--- src/rtl/kcl_pkg.sv ---
`default_nettype none

package kcl_pkg;

  // Default entry length in keys
  localparam int unsigned CODE_LEN = 4;

  // Field widths
  localparam int unsigned KEY_W   = 4;
  localparam int unsigned CNT_W   = 3;
  localparam int unsigned ATT_W   = 4;
  localparam int unsigned TICK_W  = 16;
  localparam int unsigned ADDR_W  = 3;
  localparam int unsigned APB_W   = 32;

  // Register reset values
  localparam logic [ATT_W-1:0]  MAX_ATTEMPTS_RST  = 4'd3;
  localparam logic [TICK_W-1:0] LOCKOUT_TICKS_RST = 16'd10;

  // Keypad matrix positions with a special meaning
  localparam logic [KEY_W-1:0] KEY_ONE  = 4'd0;
  localparam logic [KEY_W-1:0] KEY_TWO  = 4'd1;
  localparam logic [KEY_W-1:0] KEY_STAR = 4'd12;
  localparam logic [KEY_W-1:0] KEY_HASH = 4'd14;

  // Register indexes (word address bit 2)
  typedef enum logic {
    REG_MAX_ATTEMPTS  = 1'b0,
    REG_LOCKOUT_TICKS = 1'b1
  } reg_idx_e;

  typedef enum logic {
    OP_KEY  = 1'b0,
    OP_TICK = 1'b1
  } op_e;

  typedef enum logic [1:0] {
    MODE_SET     = 2'd0,
    MODE_CHECK   = 2'd1,
    MODE_CONFIRM = 2'd2,
    MODE_LOCKED  = 2'd3
  } mode_e;

  typedef enum logic [2:0] {
    EV_NONE      = 3'd0,
    EV_TAKEN     = 3'd1,
    EV_DELETED   = 3'd2,
    EV_STORED    = 3'd3,
    EV_CORRECT   = 3'd4,
    EV_INCORRECT = 3'd5,
    EV_LOCKED    = 3'd6,
    EV_UNLOCKED  = 3'd7
  } event_e;

  typedef struct packed {
    op_e              opcode;
    logic [KEY_W-1:0] key_pos;
  } item_t;

  typedef struct packed {
    logic [ATT_W-1:0]  max_attempts;
    logic [TICK_W-1:0] lockout_ticks;
  } cfg_t;

  typedef struct packed {
    mode_e             mode;
    logic [CNT_W-1:0]  entered_count;
    event_e            event_res;
    logic [ATT_W-1:0]  failed_attempts;
    logic [TICK_W-1:0] lock_remaining;
  } res_t;

endpackage

`default_nettype wire

--- src/rtl/kcl_regs.sv ---
`default_nettype none

module kcl_regs (
  input  wire logic                         clk_i,
  input  wire logic                         rst_ni,
  input  wire logic                         psel,
  input  wire logic                         penable,
  input  wire logic                         pwrite,
  input  wire logic [kcl_pkg::ADDR_W-1:0]   paddr,
  input  wire logic [kcl_pkg::APB_W-1:0]    pwdata,
  output logic      [kcl_pkg::APB_W-1:0]    prdata,
  output logic                              pready,
  output kcl_pkg::cfg_t                     cfg_o
);
  import kcl_pkg::*;

  logic [ATT_W-1:0]  max_att_q;
  logic [TICK_W-1:0] lock_ticks_q;
  logic              wr_en;
  reg_idx_e          idx;

  assign pready = 1'b1;
  assign wr_en  = psel & penable & pwrite;
  assign idx    = reg_idx_e'(paddr[2]);

  // Register writes on the access cycle
  always_ff @(posedge clk_i or negedge rst_ni) begin
    if (!rst_ni) begin
      max_att_q    <= MAX_ATTEMPTS_RST;
      lock_ticks_q <= LOCKOUT_TICKS_RST;
    end else if (wr_en) begin
      unique case (idx)
        REG_MAX_ATTEMPTS:  max_att_q    <= pwdata[ATT_W-1:0];
        REG_LOCKOUT_TICKS: lock_ticks_q <= pwdata[TICK_W-1:0];
        default: ;
      endcase
    end
  end

  // Read mux
  always_comb begin
    unique case (idx)
      REG_MAX_ATTEMPTS:  prdata = {{(APB_W-ATT_W){1'b0}}, max_att_q};
      REG_LOCKOUT_TICKS: prdata = {{(APB_W-TICK_W){1'b0}}, lock_ticks_q};
      default:           prdata = '0;
    endcase
  end

  assign cfg_o.max_attempts  = max_att_q;
  assign cfg_o.lockout_ticks = lock_ticks_q;

endmodule

`default_nettype wire

--- src/rtl/kcl_core.sv ---
`default_nettype none

module kcl_core #(
  parameter int unsigned CodeLen = kcl_pkg::CODE_LEN
) (
  input  wire logic           clk_i,
  input  wire logic           rst_ni,
  input  wire logic           step_i,
  input  kcl_pkg::item_t      item_i,
  input  kcl_pkg::cfg_t       cfg_i,
  output kcl_pkg::res_t       res_o
);
  import kcl_pkg::*;

  localparam int unsigned CntW = $clog2(CodeLen + 1);
  localparam int unsigned IdxW = (CodeLen > 1) ? $clog2(CodeLen) : 1;
  localparam logic [CntW-1:0] CntFull = CntW'(CodeLen);

  mode_e             mode_q, mode_d;
  logic [CntW-1:0]   cnt_q, cnt_d;
  logic [ATT_W-1:0]  att_q, att_d, att_inc;
  logic [TICK_W-1:0] lock_q, lock_d;
  event_e            ev;

  logic [KEY_W-1:0]  entry_q [CodeLen];
  logic [KEY_W-1:0]  code_q  [CodeLen];
  logic              entry_we, code_we, commit, full, match;
  logic [IdxW-1:0]   wr_idx;
  logic [CntW+2:0]   cnt_ext;

  assign full    = (cnt_q == CntFull);
  assign wr_idx  = cnt_q[IdxW-1:0];
  assign att_inc = att_q + 4'd1;

  // Entry against stored code, all keys in parallel
  always_comb begin
    match = 1'b1;
    for (int i = 0; i < CodeLen; i++) begin
      if (entry_q[i] != code_q[i]) match = 1'b0;
    end
  end

  // Next state for one item
  always_comb begin
    mode_d   = mode_q;
    cnt_d    = cnt_q;
    att_d    = att_q;
    lock_d   = lock_q;
    ev       = EV_NONE;
    entry_we = 1'b0;
    code_we  = 1'b0;
    commit   = 1'b0;
    if (step_i) begin
      if (item_i.opcode == OP_TICK) begin
        if (mode_q == MODE_LOCKED) begin
          if (lock_q <= 16'd1) begin
            lock_d = '0;
            mode_d = MODE_CHECK;
            ev     = EV_UNLOCKED;
          end else begin
            lock_d = lock_q - 16'd1;
          end
        end
      end else begin
        unique case (mode_q) inside
          MODE_SET, MODE_CHECK: begin
            if (item_i.key_pos == KEY_HASH) begin
              commit = full;
            end else if (item_i.key_pos == KEY_STAR) begin
              if (cnt_q != '0) begin
                cnt_d = cnt_q - CntW'(1);
                ev    = EV_DELETED;
              end
            end else if (cnt_q < CntFull) begin
              entry_we = 1'b1;
              cnt_d    = cnt_q + CntW'(1);
              ev       = EV_TAKEN;
            end
          end
          MODE_CONFIRM: begin
            if (item_i.key_pos == KEY_ONE) begin
              cnt_d  = '0;
              mode_d = MODE_SET;
            end else if (item_i.key_pos == KEY_TWO) begin
              cnt_d  = '0;
              mode_d = MODE_CHECK;
            end
          end
          MODE_LOCKED: ;
          default: ;
        endcase

        // Full entry committed by hash
        if (commit) begin
          cnt_d = '0;
          if (mode_q == MODE_SET) begin
            code_we = 1'b1;
            mode_d  = MODE_CHECK;
            ev      = EV_STORED;
          end else if (match) begin
            att_d  = '0;
            mode_d = MODE_CONFIRM;
            ev     = EV_CORRECT;
          end else if (att_inc >= cfg_i.max_attempts) begin
            att_d  = '0;
            mode_d = MODE_LOCKED;
            lock_d = cfg_i.lockout_ticks;
            ev     = EV_LOCKED;
          end else begin
            att_d = att_inc;
            ev    = EV_INCORRECT;
          end
        end
      end
    end
  end

  // Control state
  always_ff @(posedge clk_i or negedge rst_ni) begin
    if (!rst_ni) begin
      mode_q <= MODE_SET;
      cnt_q  <= '0;
      att_q  <= '0;
      lock_q <= '0;
    end else begin
      mode_q <= mode_d;
      cnt_q  <= cnt_d;
      att_q  <= att_d;
      lock_q <= lock_d;
    end
  end

  // Entry buffer and stored code, no reset
  always_ff @(posedge clk_i) begin
    if (entry_we) entry_q[wr_idx] <= item_i.key_pos;
    if (code_we) begin
      for (int i = 0; i < CodeLen; i++) code_q[i] <= entry_q[i];
    end
  end

  // Result reflects the state after the item
  assign cnt_ext = {3'b000, cnt_d};

  assign res_o.mode            = mode_d;
  assign res_o.entered_count   = cnt_ext[CNT_W-1:0];
  assign res_o.event_res       = ev;
  assign res_o.failed_attempts = att_d;
  assign res_o.lock_remaining  = lock_d;

`ifndef SYNTHESIS
  a_lock_only_locked: assert property (@(posedge clk_i) disable iff (!rst_ni)
    (lock_q != '0) |-> (mode_q == MODE_LOCKED))
    else $error("lockout counter running outside locked mode");

  a_cnt_bound: assert property (@(posedge clk_i) disable iff (!rst_ni)
    cnt_q <= CntFull)
    else $error("entry count beyond code length");

  a_locked_keys_ignored: assert property (@(posedge clk_i) disable iff (!rst_ni)
    (step_i && item_i.opcode == OP_KEY && mode_q == MODE_LOCKED)
      |=> ($stable(cnt_q) && $stable(lock_q) && mode_q == MODE_LOCKED))
    else $error("key changed state while locked");

  a_correct_confirms: assert property (@(posedge clk_i) disable iff (!rst_ni)
    (ev == EV_CORRECT) |=> (mode_q == MODE_CONFIRM && att_q == '0 && cnt_q == '0))
    else $error("correct code did not reach confirm mode");
`endif

endmodule

`default_nettype wire

--- src/rtl/keypad_code_lock.sv ---
// Channel  Dir  Handshake          Payload
// s_*      in   s_tvalid/s_tready  tdata: key_pos; tuser: opcode
// m_*      out  m_tvalid/m_tready  tdata: mode, entered_count, event_res,
//                                  failed_attempts, lock_remaining
// APB      in   psel/penable       max_attempts @0x0, lockout_ticks @0x4
//
// One item per cycle sustained while m_tready stays high; each item's result
// goes from the input register through the update logic into the result reg
// and is then shown on m_tdata with m_tvalid.
// All state is updated in that single pass, so back-to-back items see the
// state left by the previous one.
// rst_ni clears mode (set), entry count, attempts and lockout counter; the
// entry buffer and stored code are not reset.
// A stalled m_tready holds the result; the input register still takes one
// more item only if it was empty, then s_tready drops.
`default_nettype none

module keypad_code_lock #(
  parameter int unsigned CodeLen = kcl_pkg::CODE_LEN
) (
  input  wire logic                        clk_i,
  input  wire logic                        rst_ni,
  // key_pos [3:0], zeros [7:4]
  input  wire logic [7:0]                  s_tdata,
  // opcode [0]
  input  wire logic                        s_tuser,
  input  wire logic                        s_tvalid,
  output logic                             s_tready,
  // mode [1:0], entered_count [4:2], event_res [7:5],
  // failed_attempts [11:8], lock_remaining [27:12], zeros [31:28]
  output logic [31:0]                      m_tdata,
  output logic                             m_tvalid,
  input  wire logic                        m_tready,
  input  wire logic                        psel,
  input  wire logic                        penable,
  input  wire logic                        pwrite,
  input  wire logic [kcl_pkg::ADDR_W-1:0]  paddr,
  input  wire logic [kcl_pkg::APB_W-1:0]   pwdata,
  output logic      [kcl_pkg::APB_W-1:0]   prdata,
  output logic                             pready
);
  import kcl_pkg::*;

  logic  in_vld_q, out_vld_q, advance, step;
  item_t in_item_q;
  cfg_t  cfg;
  res_t  res, res_q;

  assign advance  = !out_vld_q || m_tready;
  assign s_tready = !in_vld_q || advance;
  assign step     = in_vld_q && advance;

  // Input register
  always_ff @(posedge clk_i or negedge rst_ni) begin
    if (!rst_ni) begin
      in_vld_q <= 1'b0;
    end else if (s_tvalid && s_tready) begin
      in_vld_q <= 1'b1;
    end else if (advance) begin
      in_vld_q <= 1'b0;
    end
  end

  always_ff @(posedge clk_i) begin
    if (s_tvalid && s_tready) begin
      in_item_q.opcode  <= op_e'(s_tuser);
      in_item_q.key_pos <= s_tdata[KEY_W-1:0];
    end
  end

  kcl_regs u_regs (
    .clk_i   (clk_i),
    .rst_ni  (rst_ni),
    .psel    (psel),
    .penable (penable),
    .pwrite  (pwrite),
    .paddr   (paddr),
    .pwdata  (pwdata),
    .prdata  (prdata),
    .pready  (pready),
    .cfg_o   (cfg)
  );

  kcl_core #(
    .CodeLen (CodeLen)
  ) u_core (
    .clk_i  (clk_i),
    .rst_ni (rst_ni),
    .step_i (step),
    .item_i (in_item_q),
    .cfg_i  (cfg),
    .res_o  (res)
  );

  // Result register
  always_ff @(posedge clk_i or negedge rst_ni) begin
    if (!rst_ni) begin
      out_vld_q <= 1'b0;
    end else if (advance) begin
      out_vld_q <= in_vld_q;
    end
  end

  always_ff @(posedge clk_i) begin
    if (step) res_q <= res;
  end

  assign m_tvalid = out_vld_q;
  assign m_tdata  = {4'b0000, res_q.lock_remaining, res_q.failed_attempts,
                     res_q.event_res, res_q.entered_count, res_q.mode};

endmodule

`default_nettype wire

--- config.mk ---
export PLATFORM = sky130hd
export DESIGN_NAME = keypad_code_lock
export DESIGN_NICKNAME = d
export VERILOG_FILES = /design/src/rtl/kcl_pkg.sv /design/src/rtl/kcl_regs.sv /design/src/rtl/kcl_core.sv /design/src/rtl/keypad_code_lock.sv
export SDC_FILE = /design/constraint.sdc
export NUM_CORES = 1
export LEC_CHECK = 0
export BUFFER_PORTS_ARGS = -buffer_cell sky130_fd_sc_hd__buf_2
export CAP_MARGIN = 20
export CORE_MARGIN = 3
export CORE_UTILIZATION = 55
export CTS_CLUSTER_DIAMETER = 100
export DETAILED_ROUTE_END_ITERATION = 16
export PLACE_DENSITY = 0.8
export SYNTH_ARGS = -nofsm -noshare
export SYNTH_HDL_FRONTEND = slang
export SYNTH_HIERARCHICAL = 1
export SYNTH_SLANG_ARGS = --single-unit
--- constraint.sdc ---
create_clock -name clk_i -period 3.72 [get_ports clk_i]
set_clock_uncertainty 0.05 [all_clocks]
set_input_delay 0 -clock clk_i [delete_from_list [all_inputs] [get_ports clk_i]]
set_output_delay 0 -clock clk_i [all_outputs]
set_load 0.01 [all_outputs]
* Word-level counts from Yosys, hierarchy flattened
Memory sizes are Yosys's and may differ from the RTL's. Cells that the tools add are included.
Word-level totals: register bits after elaboration 80, bits in writable memories 32, output and inout port bits 67, word-level logic and storage cells 123, memories 2
Memory list:
- u_core.code_q | words 4, width 4, read ports 4, clocked after Yosys merged registers in 0, write ports 4, RTL line kcl_core.sv:26 | logic [KEY_W-1:0] code_q [CodeLen];
- u_core.entry_q | words 4, width 4, read ports 4, clocked after Yosys merged registers in 0, write ports 1, RTL line kcl_core.sv:25 | logic [KEY_W-1:0] entry_q [CodeLen];
Operators by class: $add $sub $neg 4, magnitude comparators 3, equality and inequality tests 11, mux-type cells 72, bitwise operators 3, reduce and logical (&&, ||, !) cells 13
Operator list (count):
- 16-bit 2-to-1 mux | 8
- 32-bit case mux with 2 select lines | 1
- 3-bit 2-to-1 mux | 18
- 2-bit 2-to-1 mux | 13
- 1-bit 2-to-1 mux | 25
- 4-bit 2-to-1 mux | 6
- 16-bit by 1-bit less-or-equal comparator with 1-bit output (second input constant) | 1
- 4-bit inequality test | 4
- 16-bit by 1-bit subtractor with 16-bit output (second input constant) | 1
- 4-bit equality test (second input constant) | 2
- 3-bit case mux with 2 select lines | 1
- 4-bit by 1-bit adder with 4-bit output (second input constant) | 1
- 2-bit equality test (second input constant) | 2
- 4-bit by 1-bit equality test with 1-bit output (second input constant) | 1
- 4-bit >= comparator | 1
- 4-bit logical NOT | 1
- 2-bit AND reduction | 2
- 3-bit by 1-bit adder with 3-bit output (second input constant) | 1
- 3-bit equality test (second input constant) | 1
- 3-bit less-than comparator (second input constant) | 1
- 3-bit nonzero test | 1
- 3-bit by 1-bit subtractor with 3-bit output (second input constant) | 1
- 1-bit bitwise AND | 2
- 2-bit by 1-bit equality test with 1-bit output (second input constant) | 1
- other kinds (7) | 10

* Longest topological paths before layout
Gate-level depths: netlist of the first run. An unclocked memory read counts as a cell.
depth after elaboration 11, mapped depth 10

* Cells and area by module
The synthesis of the first run kept the hierarchy.
By module, submodules not included:
- kcl_core | times used 1, cells each 336, area an instance 3420.8 µm², sequential area each 1586.5 µm²
- keypad_code_lock | times used 1, cells each 46, area an instance 1128.6 µm², sequential area each 1041.0 µm²
- kcl_regs | times used 1, cells each 80, area an instance 1079.8 µm², sequential area each 505.5 µm²

* Worst setup path before layout of the first run
Ideal clock, no wire load.
kind register to register, start point reg out_vld_q (netlist: m_tvalid), end point mem u_core.code_q[0][0], enable pin, library setup time 0.388 ns, data arrival time 2.943 ns, path slack 0.338 ns, stages on the path, launching flop included 8, path buffers 1, period minus slack after synthesis 3.382 ns, path through dfrtp_1 > nand2b_1 > and2_1 > clkbuf_2 > clkinv_1 > nor2_1 > nand2_1 > nor2_1
RTL lines:
- start: declaration | RTL line keypad_code_lock.sv:44 | logic in_vld_q, out_vld_q, advance, step;
- start signal: assignment | RTL line keypad_code_lock.sv:100 | out_vld_q <= in_vld_q;
- end: declaration | RTL line kcl_core.sv:26

==> run metrics, run 1 <==
status=finished, final reports clean; total CTS buffers=9; final setup vio count=0; Synth Instances=462; cell mode on critical path=ha_1; leakage power=2.68 nW; delay-heaviest family, CP=compound AO/OA/AOI/OAI gates; Iter 0 DRT Violations=381; htree depth=3; Most used DFF post-synth=edfxtp_1; Core Footprint=0.00986 mm^2; vias post-DR=4083; Finished Layout Cells=693; Clk pwr share=0.281; first-pass GRT wire length=19800 um; post-route cell area=0.00647 mm^2; Sw Share=0.280; CTS tree=done; # diodes=0; YS warnings=6; CTS max path bufs=2; Post-Syn Area=0.00563 mm^2; root buffer cell=clkbuf_8; Layout area overhead=14.9%; EDFF count, synth=65; Avg Inst Size Synth=12.2 um^2; via/cell ratio=5.89; commonest non-fill, non-tap cell in the layout=buf_2; Flop pwr share=0.535; most frequent cells in the layout=buf_2, edfxtp_1, dfrtp_1; Worst path max stage delay=0.68 ns; RSZ-0062 raised after global routing=no; CP max FO=7; overall power=2.90 mW; relative slew slack=0.461; CP required=3.79 ns; fmax=319 MHz; postcts setup bufs=0; starting density of the core=0.571; Slowest cell on crit path=a211oi_1; HP Class=primary input to register; post-route ant nets=0; # fillers=745; CP endpoint kind=register; Die X=107 um; final wirelength=12000 um; Slew @ Worst Pin=0.804 ns; area share of the largest cell type after synthesis=0.347; max cap viols=0; period utilisation layout=0.842; fin nets=618; Yosys reg bits=112; # IOs=118; die span in y=107 um; vias in the first global route=4056; dpl cells=650; hold path depth=3; Net Switching=0.811 mW; initial antenna violation count=0; P_int=2.09 mW; CP Depth=8; total track usage=0.217; full die area=0.0115 mm^2; Post-DP Area=0.00595 mm^2; share of total power in combinational logic=0.184; crit-path cells=ha_1 -> xor2_1 -> ha_1 -> nor3_1 -> a211oi_1 -> and3_1 -> o22ai_1 -> a221o_1; async set-reset flop share out of synthesis=0.420; Seq/Total Area, Yosys=0.557; Slew Viols, Final=0; crit path launch type=register; DRC viols=0; Worst Path Arrival=3.20 ns; PwrDens=448 mW/mm^2; footprint of the multi-input gates=0.00221 mm^2; final period demand of the worst path=3.13 ns; CP Buf/Inv Count=0; first-pass iteration count of the detailed router=5; setup TNS=0 ns; largest cells by area after synthesis=edfxtp_1, dfrtp_1, xor2_1, buf_4, mux2_2; cell taking the most area after synthesis=edfxtp_1; Netlist cell types=68; grt ovf=0; FP Rows=36; half-perimeter wire length after placement=8330 um; Wirelength per Cell=17.4 um; FF+latch area=0.00313 mm^2; share of cells above drive strength 1=0.246; Peak VDD IR=0.000228 V; clk slew on worst S/H paths=0.11 ns; CTS Sinks=112; Hold Vio Cnt, Final=0; Buffers on Ports=74; r2r worst-path depth=8; crit path kind=register to register; gpl congestion=0.874; Worst-Skew Late Latency=0.37 ns; largest net degree at the start of global routing=48
==> power by group through the flow <==
stage / clock network, mW / logic [mW] / registers (mW)
2_1_floorplan: 0 / 0.368 / 1.55
3_3_place_gp: 0 / 0.481 / 1.57
3_5_place_dp: 0 / 0.499 / 1.58
4_1_cts: 0.832 / 0.526 / 1.55
5_1_grt: 0.875 / 0.586 / 1.57
6_report: 0.814 / 0.532 / 1.55
==> cell type report <==
type,instances,area share
Clock inverter,7,0.0168
Multi-Input combinational cell,315,0.342
Tap cell,133,0.0257
Clock buffer,9,0.0192
Inverter,12,0.00696
Timing Repair Buffer,105,0.105
Sequential cell,112,0.484
==> synthesized netlist by cell type (8+ instances only) <==
master     n
nand3_1   11
buf_4     22
nor3_1    17
mux2_2    14
clkbuf_1   8
o22ai_1    8
o21ai_0   18
inv_1     11
xor2_1    21
edfxtp_1  65
nand2_1   22
mux2_4    10
dfrtp_1   43
ha_1      12
and2_1    20
a21oi_1   15
nor2_1    18
==> metal layers <==
layer | global-route usage | share of wire | vias up
met3 | 0.0403 | 0.081 | 29
li1 | - | - | 1854
met1 | 0.306 | 0.43 | 1966
met5 | 0 | 0 | -
met4 | 0.0667 | 0.016 | 0
met2 | 0.345 | 0.48 | 234
==> kinds of logic (layout without fill, tap and decap cells) <==
group	Yosys count	after routing	share of synthesized area
AO/OA/AOI/OAI	86	86	0.101
XOR/XNOR	26	26	0.0405
adder cells (fa/ha/maj)	12	12	0.0267
buffers and inverters	53	133	0.0631
flip-flops	112	112	0.557
multiplexers	28	28	0.0618
other	3	21	0.00200
AND/OR/NAND/NOR	142	142	0.148
==> state kept, by name, summed over array words and instances (netlist names) <==
name / cells
in_vld_q: 1
u_regs/max_att_q: 4
m_tdata: 28
u_core/cnt_q: 3
u_core/att_q: 4
u_regs/lock_ticks_q: 16
u_core/mode_q: 2
u_core/code_q: 16
u_core/entry_q: 16
m_tvalid: 1
u_core/lock_q: 16
in_item_q: 5
==> worst reg2reg max path, cell delays in order (launching register included) <==
cell	delay, ns
dfrtp_1	0.44
ha_1	0.26
xor2_1	0.16
ha_1	0.29
nor3_1	0.05
a211oi_1	0.68
and3_1	0.46
o22ai_1	0.14
a221o_1	0.35
==> repair_timing <==
item / CTS / global route
resized for setup: 0 / 0
hold endpoints to repair: 75 / 8
hold buffers: 25 / 1
==> stage by stage <==
| stage | util | setup slack (ns) | hold WS, ns |
|---|---|---|---|
| 3_3_place_gp | 0.604 | 0.775 | 0.129 |
| 3_5_place_dp | 0.604 | 0.704 | 0.131 |
| 4_1_cts | 0.653 | 0.629 | 0.100 |
| 6_report | 0.656 | 0.588 | 0.114 |
| 2_1_floorplan | - | 0.338 | -0.346 |
| 5_1_grt | 0.656 | 0.448 | 0.127 |
==> worst paths after layout <==
path	startpoint	to	slack (ns)
hold reg to reg	u_core/entry_q[0][3]	u_core/code_q[0][3]	0.44
min in group asynchronous	rst_ni	u_regs/lock_ticks_q[0]	0.51
hold / removal	penable	u_regs/max_att_q[0]	0.11
max in group asynchronous	rst_ni	u_regs/lock_ticks_q[3]	2.57
setup / recovery	u_core/att_q[0]	m_tdata[21]	0.59
setup reg to reg	u_core/att_q[0]	m_tdata[21]	0.59
Note: power is estimated with default switching activity, not from simulation.
==> run 2, diff against run 1 <==
Settings changed: CORE_UTILIZATION 55 to 50, PLACE_DENSITY 0.8 to 0.77.
Clock period 3.72 ns to 2.6 ns, I/O delays scaled along.
==> run 2 against run 1 <==
- combinational power increased by 49%
- final cell count is 3.8% higher
- clock power rose by 60%
- largest power group unchanged
- flip-flop and latch count unchanged
- global-route usage shrank 1.6 points
==> run metrics, run 2 (synthesis gave the netlist of run 1 again) <==
status=finished, final reports clean; share of total power in combinational logic=0.184 (about the same); footprint of the multi-input gates=0.00229 mm^2 (+3.6%); grt ovf=0 (unchanged); met2 global-route usage=0.325 (-0.0195); # diodes=0 (unchanged); fmax=396 MHz (+24%); Hold Vio Cnt, Final=0 (unchanged); first-pass iteration count of the detailed router=5 (unchanged); Slew @ Worst Pin=0.551 ns (-0.253 ns); crit-path cells=ha_4 -> xor2_1 -> ha_1 -> nor3_2 -> a211oi_2 -> buf_4 -> nand4_1 -> o31a_1; commonest non-fill, non-tap cell in the layout=buf_2; CP required=2.65 ns (-1.14 ns); P_int=3.13 mW (+50%); final wirelength=12500 um (+3.9%); final period demand of the worst path=2.53 ns (-0.604 ns); CP Depth=8 (unchanged); Wirelength per Cell=17.4 um (+0.12%); Worst path max stage delay=0.45 ns (-0.23 ns); CTS max path bufs=2 (unchanged); Worst-Skew Late Latency=0.35 ns (-0.02 ns); Sw Share=0.273 (-0.00643); most used routing layer=met2; Buffers on Ports=74 (unchanged); post-layout util=0.616 (-0.0395); full die area=0.0126 mm^2 (+9.4%); r2r worst-path depth=8 (unchanged); share of cells above drive strength 1=0.292 (+0.0455); Slowest cell on crit path=dfrtp_2; Flop pwr share=0.514 (-0.021); gpl congestion=0.936 (+7.1%); Clk pwr share=0.302 (+0.021); max cap viols=0 (unchanged); DRC viols=0 (unchanged); largest net degree at the start of global routing=37 (-23%); root buffer cell=clkbuf_16; total track usage=0.201 (-0.0161); number of flip-flops in the largest register=28 (unchanged); met1 Track Usage GR=0.280 (-0.0257); crit path launch type=register; Peak VDD IR=0.000397 V (+75%); initial antenna violation count=0 (unchanged); CP max FO=5 (-2); htree depth=3 (unchanged); first-pass GRT wire length=20200 um (+2.0%); half-perimeter wire length after placement=8690 um (+4.3%); Global Route met3 Usage=0.0388 (-0.00152); total CTS buffers=9 (unchanged); crit path kind=register to register; CTS Sinks=112 (unchanged); setup TNS=0 ns (unchanged); vias post-DR=4040 (-1.1%); CP Buf/Inv Count=1 (+1); Min Hold Slack=0.0918 ns (-0.0219 ns); delay-heaviest family, CP=compound AO/OA/AOI/OAI gates; Core Footprint=0.0109 mm^2 (+11%); via/cell ratio=5.62 (-4.6%); Net Switching=1.18 mW (+45%); relative slew slack=0.629 (+0.169); FP Rows=38 (+5.6%); Die X=112 um (+4.6%); most frequent cells in the layout=buf_2, edfxtp_1, dfrtp_1; PwrDens=639 mW/mm^2 (+43%); Iter 0 DRT Violations=348 (-8.7%); clk slew on worst S/H paths=0.08 ns (-0.03 ns); Layout area overhead=19.7%; fin nets=637 (+3.1%); # fillers=848 (+14%); CP endpoint kind=register; HP Class=primary input to async pin; die span in y=112 um (+4.6%); Worst Path Arrival=2.58 ns (-0.62 ns); vias in the first global route=3900 (-3.8%); leakage power=2.79 nW (+4.1%); final setup vio count=0 (unchanged); # IOs=118 (unchanged); starting density of the core=0.515 (-0.0559); FF+latch area=0.00313 mm^2 (about the same); period utilisation layout=0.972 (+0.130); RSZ-0062 raised after global routing=yes; CTS tree=done; Slew Viols, Final=0 (unchanged); post-route ant nets=0 (unchanged)
## run 2: worst paths after layout
| check | slack (ns) | startpoint | endpoint |
|---|---|---|---|
| worst max-delay path | 0.07 | u_core/att_q[1] | m_tdata[14] |
| worst min-delay path | 0.09 | rst_ni | u_regs/lock_ticks_q[11] |
| worst max register to register | 0.07 | u_core/att_q[1] | m_tdata[14] |
| worst min register to register | 0.42 | u_core/entry_q[2][3] | u_core/code_q[2][3] |
| max in group asynchronous | 1.60 | rst_ni | u_regs/max_att_q[0] |
| min in group clk_i | 0.12 | pwrite | u_regs/max_att_q[3] |
## run 2: power groups by stage
| stage | Sequential, mW | Clock (mW) | Combinational, mW |
|---|---|---|---|
| after floorplan | 2.21 | 0 | 0.532 |
| after global placement | 2.24 | 0 | 0.728 |
| after detailed placement | 2.25 | 0 | 0.754 |
| after CTS | 2.21 | 1.33 | 0.789 |
| after global routing | 2.23 | 1.40 | 0.873 |
| final | 2.21 | 1.30 | 0.793 |
## run 2: metrics by stage
step / setup WS (ns) / std cells / area (um^2) / power (mW)
final: 0.0722 / 719 / 6740 / 4.30
after global routing: -0.0361 / 719 / 6740 / 4.51
after CTS: 0.0114 / 718 / 6660 / 4.33
after detailed placement: -0.0608 / 677 / 6130 / 3.00
after global placement: 0.0457 / 677 / 6130 / 2.97
after floorplan: 0.0750 / 480 / 5710 / 2.74
## run 2: layer usage
layer | share of wire | routed length, um
met4 | 0.013 | 157
met2 | 0.48 | 6060
met1 | 0.44 | 5480
met3 | 0.065 | 809
met5 | 0 | 0
## run 2: layout make-up
class / instances / area share
multi-input cells: 315 / 0.340
clock inverters: 5 / 0.00594
flip-flops and latches: 112 / 0.465
well taps: 140 / 0.0260
inverters: 12 / 0.00669
clock buffers: 11 / 0.0360
repair buffers: 124 / 0.121
## run 2: worst reg2reg max path: stages (launching register included)
cell	delay (ns)
dfrtp_2	0.45
ha_4	0.18
xor2_1	0.14
ha_1	0.31
nor3_2	0.04
a211oi_2	0.30
buf_4	0.18
nand4_1	0.27
o31a_1	0.37
## run 2: timing repair
action / in CTS / in global routing
setup buffers: 0 / 1
hold buffers: 25 / 0
pin swaps: 0 / 7
cloned: 0 / 0
gates resized for setup: 2 / 12
endpoints found under the setup margin: 4 / 18
endpoints found under the hold margin: 48 / 0
